--- src/rtl/aifp_pkg.sv ---
// Package for the acknowledgement interval frame pacer.
// Holds the sequencer state type, the item codes and the serial word size.
// Used by the top level, its checker and the testbench; depends on nothing else.
package aifp_pkg;

	localparam int unsigned TW = 64;
	localparam int unsigned BW = 6;

	localparam logic [1:0] FUNC_QUERY = 2'd0;
	localparam logic [1:0] FUNC_SENT  = 2'd1;
	localparam logic [1:0] FUNC_ACK   = 2'd2;

	typedef enum logic [2:0] {
		ST_IDLE,
		ST_QUERY,
		ST_ACK,
		ST_DIV,
		ST_DONE
	} aifp_state_t;

endpackage

--- src/rtl/ack_interval_frame_pacer_top.sv ---
// A query compares its time since the last sent event with the mean interval; a sent
// event or unused code goes straight to the result; the input reopens with the result.
// The 64-bit arithmetic runs one bit per cycle: a serial pass over the words for the
// compare or the interval and window sum, then for an ack a restoring sum/count divide.
// Reset (arst_n low, asynchronous) empties the window and clears all counters.
// Depends on aifp_pkg; the interval window is a local memory of WINDOW words.
module ack_interval_frame_pacer_top
	import aifp_pkg::*;
#(
	parameter int unsigned WINDOW = 10
) (
	input  logic               clk,
	input  logic               arst_n,
	input  logic               in_valid,
	output logic               in_stall,
	input  logic [1:0]         func,
	input  logic [63:0]        event_time,
	output logic               out_valid,
	input  logic               out_stall,
	output logic               may_send,
	output logic signed [31:0] frames_in_flight
);

	localparam int unsigned CW = $clog2(WINDOW + 1);
	localparam int unsigned AW = (WINDOW > 1) ? $clog2(WINDOW) : 1;

	aifp_state_t state_q, state_d;

	logic [TW-1:0] mem [WINDOW];
	logic [TW-1:0] mem_rd_q;

	logic [TW-1:0] t_q, la_q, ls_q, sum_q, avg_q, v_q, old_q;
	logic [BW-1:0] bit_q;
	logic [CW-1:0] count_q, rem_q;
	logic [AW-1:0] oldest_q;
	logic [31:0]   flight_q;
	logic          la_nz_q, tnz_q, b1_q, b2_q, cy_q, may_q;

	logic          accept, last, full, out_free;
	logic          tb, vb, nb1, ob, sb, ncy, rb, nb2, db, ab, qb;
	logic [CW:0]   remsh;
	logic          wr_en;
	logic [AW-1:0] wr_addr;
	logic [TW-1:0] wr_data;

	assign accept   = in_valid && !in_stall;
	assign in_stall = (state_q != ST_IDLE);
	assign last     = &bit_q;
	assign full     = (count_q == CW'(WINDOW));
	assign out_free = !out_valid || !out_stall;

	always_comb begin
		tb    = t_q[0];
		vb    = tb ^ la_q[0] ^ b1_q;
		nb1   = (~tb & la_q[0]) | (~(tb ^ la_q[0]) & b1_q);
		ob    = full & old_q[0];
		sb    = sum_q[0] ^ vb ^ cy_q;
		ncy   = (sum_q[0] & vb) | (sum_q[0] & cy_q) | (vb & cy_q);
		rb    = sb ^ ob ^ b2_q;
		db    = tb ^ ls_q[0] ^ b1_q;
		ab    = avg_q[0];
		nb2   = 1'b0;
		remsh = {rem_q, sum_q[TW-1]};
		qb    = (count_q != '0) && (remsh >= {1'b0, count_q});
		unique case (state_q)
			ST_ACK:   nb2 = (~sb & ob) | (~(sb ^ ob) & b2_q);
			ST_QUERY: nb2 = (~db & ab) | (~(db ^ ab) & b2_q);
			default:  nb2 = 1'b0;
		endcase
		if (state_q == ST_QUERY) begin
			nb1 = (~tb & ls_q[0]) | (~(tb ^ ls_q[0]) & b1_q);
		end
	end

	assign wr_en   = (state_q == ST_ACK) && last && la_nz_q;
	assign wr_addr = full ? oldest_q : count_q[AW-1:0];
	assign wr_data = {vb, v_q[TW-1:1]};

	always_ff @(posedge clk) begin
		if (wr_en) begin
			mem[wr_addr] <= wr_data;
		end
		mem_rd_q <= mem[oldest_q];
	end

	always_ff @(posedge clk or negedge arst_n) begin
		if (!arst_n) begin
			state_q <= ST_IDLE;
		end else begin
			state_q <= state_d;
		end
	end

	always_comb begin
		state_d = state_q;
		unique case (state_q)
			ST_IDLE: begin
				if (accept) begin
					if (func == FUNC_QUERY) begin
						state_d = ST_QUERY;
					end else if (func == FUNC_ACK) begin
						state_d = ST_ACK;
					end else begin
						state_d = ST_DONE;
					end
				end
			end
			ST_QUERY: if (last) state_d = ST_DONE;
			ST_ACK:   if (last) state_d = ST_DIV;
			ST_DIV:   if (last) state_d = ST_DONE;
			ST_DONE:  if (out_free) state_d = ST_IDLE;
			default:  state_d = ST_IDLE;
		endcase
	end

	always_ff @(posedge clk or negedge arst_n) begin
		if (!arst_n) begin
			la_q             <= '0;
			ls_q             <= '0;
			sum_q            <= '0;
			avg_q            <= '0;
			count_q          <= '0;
			oldest_q         <= '0;
			flight_q         <= '0;
			la_nz_q          <= 1'b0;
			out_valid        <= 1'b0;
			may_send         <= 1'b0;
			frames_in_flight <= '0;
			bit_q            <= '0;
			may_q            <= 1'b0;
		end else begin
			if (out_valid && !out_stall && state_q != ST_DONE) begin
				out_valid <= 1'b0;
			end
			unique case (state_q)
				ST_IDLE: begin
					if (accept) begin
						bit_q <= '0;
						may_q <= 1'b0;
						if (func == FUNC_SENT) begin
							ls_q     <= event_time;
							flight_q <= flight_q + 32'd1;
						end
					end
				end
				ST_QUERY: begin
					ls_q  <= {ls_q[0], ls_q[TW-1:1]};
					avg_q <= {avg_q[0], avg_q[TW-1:1]};
					bit_q <= bit_q + 1'b1;
					if (last) begin
						may_q <= ~nb2;
					end
				end
				ST_ACK: begin
					if (la_nz_q) begin
						sum_q <= {rb, sum_q[TW-1:1]};
					end else begin
						sum_q <= {sum_q[0], sum_q[TW-1:1]};
					end
					bit_q <= bit_q + 1'b1;
					if (last) begin
						la_q     <= {tb, t_q[TW-1:1]};
						la_nz_q  <= tnz_q | tb;
						flight_q <= flight_q - 32'd1;
						if (la_nz_q) begin
							if (full) begin
								oldest_q <= (oldest_q == AW'(WINDOW - 1)) ? '0 : oldest_q + 1'b1;
							end else begin
								count_q <= count_q + 1'b1;
							end
						end
					end else begin
						la_q <= {la_q[0], la_q[TW-1:1]};
					end
				end
				ST_DIV: begin
					sum_q <= {sum_q[TW-2:0], sum_q[TW-1]};
					avg_q <= {avg_q[TW-2:0], qb};
					bit_q <= bit_q + 1'b1;
				end
				ST_DONE: begin
					if (out_free) begin
						out_valid        <= 1'b1;
						may_send         <= may_q;
						frames_in_flight <= flight_q;
					end
				end
				default: ;
			endcase
		end
	end

	always_ff @(posedge clk) begin
		unique case (state_q)
			ST_IDLE: begin
				t_q   <= event_time;
				old_q <= mem_rd_q;
				b1_q  <= 1'b0;
				b2_q  <= 1'b0;
				cy_q  <= 1'b0;
				tnz_q <= 1'b0;
				rem_q <= '0;
			end
			ST_QUERY: begin
				t_q  <= {tb, t_q[TW-1:1]};
				b1_q <= nb1;
				b2_q <= nb2;
			end
			ST_ACK: begin
				t_q   <= {tb, t_q[TW-1:1]};
				v_q   <= {vb, v_q[TW-1:1]};
				old_q <= {old_q[0], old_q[TW-1:1]};
				b1_q  <= nb1;
				b2_q  <= nb2;
				cy_q  <= ncy;
				tnz_q <= tnz_q | tb;
			end
			ST_DIV: begin
				if (qb) begin
					rem_q <= CW'(remsh - {1'b0, count_q});
				end else begin
					rem_q <= remsh[CW-1:0];
				end
			end
			default: ;
		endcase
	end

endmodule

--- config.mk ---
export PLATFORM = sky130hd
export DESIGN_NAME = ack_interval_frame_pacer_top
export DESIGN_NICKNAME = d
export VERILOG_FILES = /design/src/rtl/aifp_pkg.sv /design/src/rtl/ack_interval_frame_pacer_top.sv
export SDC_FILE = /design/constraint.sdc
export NUM_CORES = 2
export LEC_CHECK = 0
export BUFFER_PORTS_ARGS = -buffer_cell sky130_fd_sc_hd__buf_2
export CORE_MARGIN = 2
export CORE_UTILIZATION = 40
export CTS_CLUSTER_DIAMETER = 60
export CTS_CLUSTER_SIZE = 40
export DETAILED_ROUTE_END_ITERATION = 12
export PLACE_DENSITY_LB_ADDON = 0.1
export SETUP_SLACK_MARGIN = 0.1
export SLEW_MARGIN = 10
export SYNTH_ARGS = -nofsm -noshare
export SYNTH_HDL_FRONTEND = slang
export SYNTH_SLANG_ARGS = --single-unit
--- constraint.sdc ---
create_clock -name clk -period 11.57 [get_ports clk]
set_input_delay 2.314 -clock clk [delete_from_list [all_inputs] [get_ports clk]]
set_output_delay 2.314 -clock clk [all_outputs]
set_load 0.05 [all_outputs]
# [Word-level counts from Yosys, hierarchy flattened]
# Memory sizes are Yosys's and may differ from the RTL's. A register that Yosys moved wholly into a read port is not among the register bits.
# Index checks and enable logic that the tools add are counted.
[classes] add_sub_neg=6 order_cmp=1 eq_ne=15 muxes=40 bitwise_logic=37 n_reduce_logical=34
[op_table] operator="64-bit case mux with 2 select lines" count=5
[op_table] operator="64-bit 2-to-1 mux" count=4
[op_table] operator="32-bit 2-to-1 mux" count=3
[op_table] operator="32-bit case mux with 2 select lines" count=1
[op_table] operator="32-bit by 1-bit adder with 32-bit output, second input constant" count=1
[op_table] operator="32-bit by 1-bit subtractor with 32-bit output, second input constant" count=1
[op_table] operator="3-bit 2-to-1 mux" count=6
[op_table] operator="9-bit AND reduction" count=2
[op_table] operator="2-bit nonzero test" count=7
[op_table] operator="1-bit AND" count=12
[op_table] operator="4-bit 2-to-1 mux" count=3
[op_table] operator="1-bit case mux with 2 select lines" count=6
[op_table] operator="3-bit case mux with 4 select lines" count=1
[op_table] operator="6-bit case mux with 2 select lines" count=1
[op_table] operator="2-bit != test, second input constant" count=5
[op_table] operator="1-bit inverter" count=9
[op_table] operator="1-bit XOR" count=9
[op_table] operator="4-bit by 1-bit adder with 4-bit output, second input constant" count=2
[op_table] operator="4-bit == test, second input constant" count=2
[op_table] operator="1-bit 2-to-1 mux" count=8
[op_table] operator="4-bit case mux with 2 select lines" count=1
[op_table] operator="4-bit AND reduction" count=2
[op_table] operator="1-bit OR" count=7
[op_table] operator="7-bit AND reduction" count=1
[op_table] operator="23 further kinds" count=34
[word_totals] ff_bits=541 ramBits=640 input_bits=70 out_inout_bits=35 word_cells=156 memories=1
[mem_list] name="mem" depth=10 width=64 read_ports=1 rd_ports_with_merged_regs=1 write_ports=1 line="ack_interval_frame_pacer_top.sv:29" rtl="logic [TW-1:0] mem [WINDOW];"

# [Longest topological paths before layout]
[logic_depth] depth_word=12 ltp_mapped=16 mapped_depth_nobuf=10

# [Worst setup path after synthesis]
# OpenSTA, ideal clock, no wires.
[synth_path] path_type="register to register" startpoint="register state_q[2]" endpoint="register flight_q[24]" setup_ns=0.080 arrival_time_ns=5.100 t_required_ns=11.490 path_slack_ns=6.390 stages_incl_launch_ff=8 n_path_buf=1 period_less_slack_ns=5.180 cell_sequence="dfrtp_1 > clkbuf_1 > nor2_1 > nand2_1 > nor2_1 > or4b_2 > mux2i_1 > xor2_1"
[synth_between] elab_chain_len=5 word_cells_on_any_way=11 classes_between="eq/ne (4); mux (1); reduce/logical (6)"
[synth_rtl] element="start, declared" line="ack_interval_frame_pacer_top.sv:27" rtl="aifp_state_t state_q, state_d;"
[synth_rtl] element="start signal, assigned" line="ack_interval_frame_pacer_top.sv:90" rtl="state_q <= state_d;"
[synth_rtl] element="3-bit nonzero test" line="ack_interval_frame_pacer_top.sv:47" rtl="assign in_stall = (state_q != ST_IDLE);"
[synth_rtl] element="1-bit zero test" line="ack_interval_frame_pacer_top.sv:46" rtl="assign accept = in_valid && !in_stall;"
[synth_rtl] element="1-bit logical AND" line="ack_interval_frame_pacer_top.sv:46"
[synth_rtl] element="2-bit != test (no line)"
[synth_rtl] element="4-bit AND reduction (no line)"
[synth_rtl] element="end signal, assigned" line="ack_interval_frame_pacer_top.sv:142" rtl="flight_q <= flight_q + 32'd1;"
[synth_rtl] element="end signal, assigned" line="ack_interval_frame_pacer_top.sv:164" rtl="flight_q <= flight_q - 32'd1;"
[synth_rtl] element="end, declared" line="ack_interval_frame_pacer_top.sv:36" rtl="logic [31:0] flight_q;"
# Several ways; a longest one is shown, not always the timed one.
# A chain may end at the register's enable or synchronous reset.

# [Worst setup path after layout]
[layout_path] startpoint="register state_q[1]" endpoint="output port in_stall"
[layout_between] elab_chain_len=1
[layout_rtl] element="3-bit nonzero test" line="ack_interval_frame_pacer_top.sv:47"
[layout_rtl] element="end, declared" line="ack_interval_frame_pacer_top.sv:15" rtl="output logic in_stall,"
# No other way between the ends.

==> flow_summary.toml <==
[outcome]
run_status = "complete, no violations"

[yosys]
post_synth_num_cell_types = 69
synth_top_area_cell = "sky130_fd_sc_hd__edfxtp_1"
synth_seq_area_share_pct = 70.0
yosysTopAreaCellShare_pct = 50.3
ys_ff_latch = 1244
postSynth.asyncResetShare_pct = 27.4
postSynthCellCount = 3432
ys_top_cells_by_area = "sky130_fd_sc_hd__edfxtp_1 (50%), sky130_fd_sc_hd__dfrtp_1 (17%), sky130_fd_sc_hd__mux4_2 (5.8%), sky130_fd_sc_hd__mux2i_1 (5.4%), sky130_fd_sc_hd__nand2_1 (3.8%)"
syn_nets = 3518
yosysWarnings = 0
synth_area_sq_mm = 0.0500
syn_area_per_cell_sq_um = 14.6
prevailing_post_synth_register_cell = "sky130_fd_sc_hd__edfxtp_1"
synth_edf_count = 839

[run]
max_cap_viol_count = 0

[clock_tree]
root_buffer = "sky130_fd_sc_hd__clkbuf_16"
path_clk_slew_ns = 0.06
clockBufferDepth = 3
ctsHtreeMaxLevel = 3
ctsResizeCount = 0
worstSkewPairLatency_ns = 0.73
holdBufCountCts = 0
numCtsBuffers = 111
clock_tree_from_tritoncts = "yes"
post-cts-setup-buffers = 0
numClockSinks = 1244

[worst_setup_path]
critical_path.max_fanout = 42
startpoint = "state_q[1]"
worst-endpoint-arrival_ns = 2.72
critical-path-max-stage-delay_ns = 0.78
timing.critical_path.slowest_stage_cell = "sky130_fd_sc_hd__nor3_1"
timing.rr.start = "state_q[1]"
r2r_slack_ns = 7.02
critical_path_start_type = "flip-flop"
critPathCaptureType = "output port"
worst-endpoint-required_ns = 9.26
setup.worst_path.class = "flip-flop to output port"
crit_chain = "nor3_1 > inv_1 > buf_2"

[finish]
finalNonFillerCells = 5202
flow.area_growth_from_synthesis_pct = 12.2
antenna-diode-count = 0
final_common_cell = "sky130_fd_sc_hd__edfxtp_1"
share_of_post_route_cells_with_drive_strength_above_1_pct = 17.2
finalNetCount = 3554
filler_cells = 11000
highest_count_cells_in_the_layout_ignoring_fill_and_taps = "sky130_fd_sc_hd__edfxtp_1 (839), sky130_fd_sc_hd__nand2_1 (504), sky130_fd_sc_hd__dfrtp_1 (336), sky130_fd_sc_hd__mux2i_1 (271), sky130_fd_sc_hd__nor2_1 (174)"

[detailed_routing]
antenna_left = 0
dr.first_iter.drc_count = 2102
routedWlPerCell_microns = 20.6
avgViaCountPerCell = 5.30
wirelength_mm = 107
dr.pass1.iters = 6
detail_route.drc_violations = 0
vias = 27600

[timing]
slew_headroom_pct = 26.2
fin_crit_ns = 5.03
maxClockFrequency_mhz = 199
timing.final.crit_share_pct = 43.5
fin_skew_ns = 0.0464
final.setup.tns_ns = 0
report.final.setup_viol = 0
timing.final.hold_violations = 0
worst_slew_pin_slew_ns = 1.11
timing.final.max_slew_violations = 0
rsz0062_at_grt = "false"

[min_path]
hold_start = "la_q[29]"
holdCritPathClass = "flip-flop to flip-flop"

[floorplan]
std_cell_rows = 129
dieHeight_microns = 358
die_width_microns = 358
number_of_top_level_design_ports = 105
die_area_sq_mm = 0.128
core_area_sq_mm = 0.124
initial_utilization_pct = 40.4

[grt]
pin_count_of_the_biggest_net_entering_global_routing = 164
grt_pass1_vias = 28800
grt_antenna_before_repair = 9
overflow = 0
grt_first_pass_wirelength_mm = 169
track_usage_pct = 16.9

[power]
ir_drop_mv = 0.147
leakage_nw = 20.3
power.density_cell_area_mw_per_mm2 = 227

[placed_design]
dp_hpwl_mm = 57.3
portBuffers = 104
place_congestion = 0.809
place.detailed.instances = 4992
-- worst max-delay path, delay by kind of cell (launching register included) --
| family | cells | cell delay (ns) |
|---|---|---|
| simple gates | 1 | 0.78 |
| flops | 1 | 0.73 |
| buf+inv | 2 | 0.52 |
-- through the flow --
stage / setup slack [ns] / instance area [sq um] / total power (W) / utilization [%] / hold WS, ns
floorplan: 6.39 / 50000 / 0.00818 / - / 0.441
global placement: 6.85 / 52200 / 0.00890 / 42.1 / 0.458
detailed placement: 6.77 / 52200 / 0.00899 / 42.1 / 0.470
CTS: 6.49 / 56100 / 0.0129 / 45.3 / 0.484
global route: 6.37 / 56100 / 0.0134 / 45.3 / 0.489
finish: 6.54 / 56100 / 0.0127 / 45.3 / 0.475
-- sequential cells by signal (all words and copies together), names as in the netlist, 3 cells and up --
| name | count |
|---|---|
| count_q | 4 |
| flight_q | 32 |
| bit_q | 6 |
| rem_q | 4 |
| old_q | 64 |
| sum_q | 64 |
| frames_in_flight | 32 |
| mem | 640 |
| oldest_q | 4 |
| state_q | 3 |
| v_q | 63 |
| mem_rd_q | 64 |
| ls_q | 64 |
| t_q | 64 |
| avg_q | 64 |
| la_q | 64 |
-- cell usage after synthesis (all sizes together), types with 31 or more instances --
master	instances
a211oi	69
a21oi	153
a31oi	70
buf	66
clkbuf	160
dfrtp	341
dfxtp	64
edfxtp	839
mux2	95
mux2i	272
mux4	128
nand2	505
nor2	187
nor2b	71
nor3	31
o21ai	151
-- kinds of logic after synthesis --
logic type / count (synthesis) / share of synthesized area [%]
xor gates and xnor gates: 40 / 0.700
DFF: 1244 / 70.0
adders and majority gates: 16 / 0.475
and+or+nand+nor: 906 / 7.94
buffers and inverters: 246 / 1.96
muxes: 495 / 13.3
AOI/OAI and AO/OA: 485 / 5.62
-- routing by layer --
layer / up-vias / wire length, microns / track usage (%) / share of wire (%)
li1: 12800 / - / - / -
met1: 14000 / 48400 / 22.9 / 45
met2: 510 / 52400 / 28.6 / 49
met3: 183 / 3830 / 2.67 / 3.6
met4: 6 / 2410 / 4.32 / 2.3
met5: - / 41 / 0 / 0.038
-- layout make-up --
cell class	instances	area [sq um]	area share (%)
tap	1637	2050	3.65
timing repair buffer	149	881	1.57
inverter	20	81.3	0.145
clock buffer	128	2970	5.30
multi-input combinational	1942	14200	25.3
clock inverter	82	921	1.64
sequential	1244	35000	62.4
-- power by group --
group | switching (W) | internal (W)
sequential | 0.000659 | 0.00580
clock | 0.00183 | 0.00204
combinational | 0.00159 | 0.000816
-- path summary, 6_finish.rpt --
| check | endpoint | cells after the start |
|---|---|---|
| worst max-delay path | in_stall | 3 |
| min in group asynchronous | flight_q[15] | 1 |
| worst min register to register | la_q[29] | 2 |
| worst max register to register | mem[8][29] | 5 |
| worst min-delay path | la_q[29] | 2 |
| max in group asynchronous | la_q[32] | 3 |
Note: power is estimated with default switching activity, not from simulation.
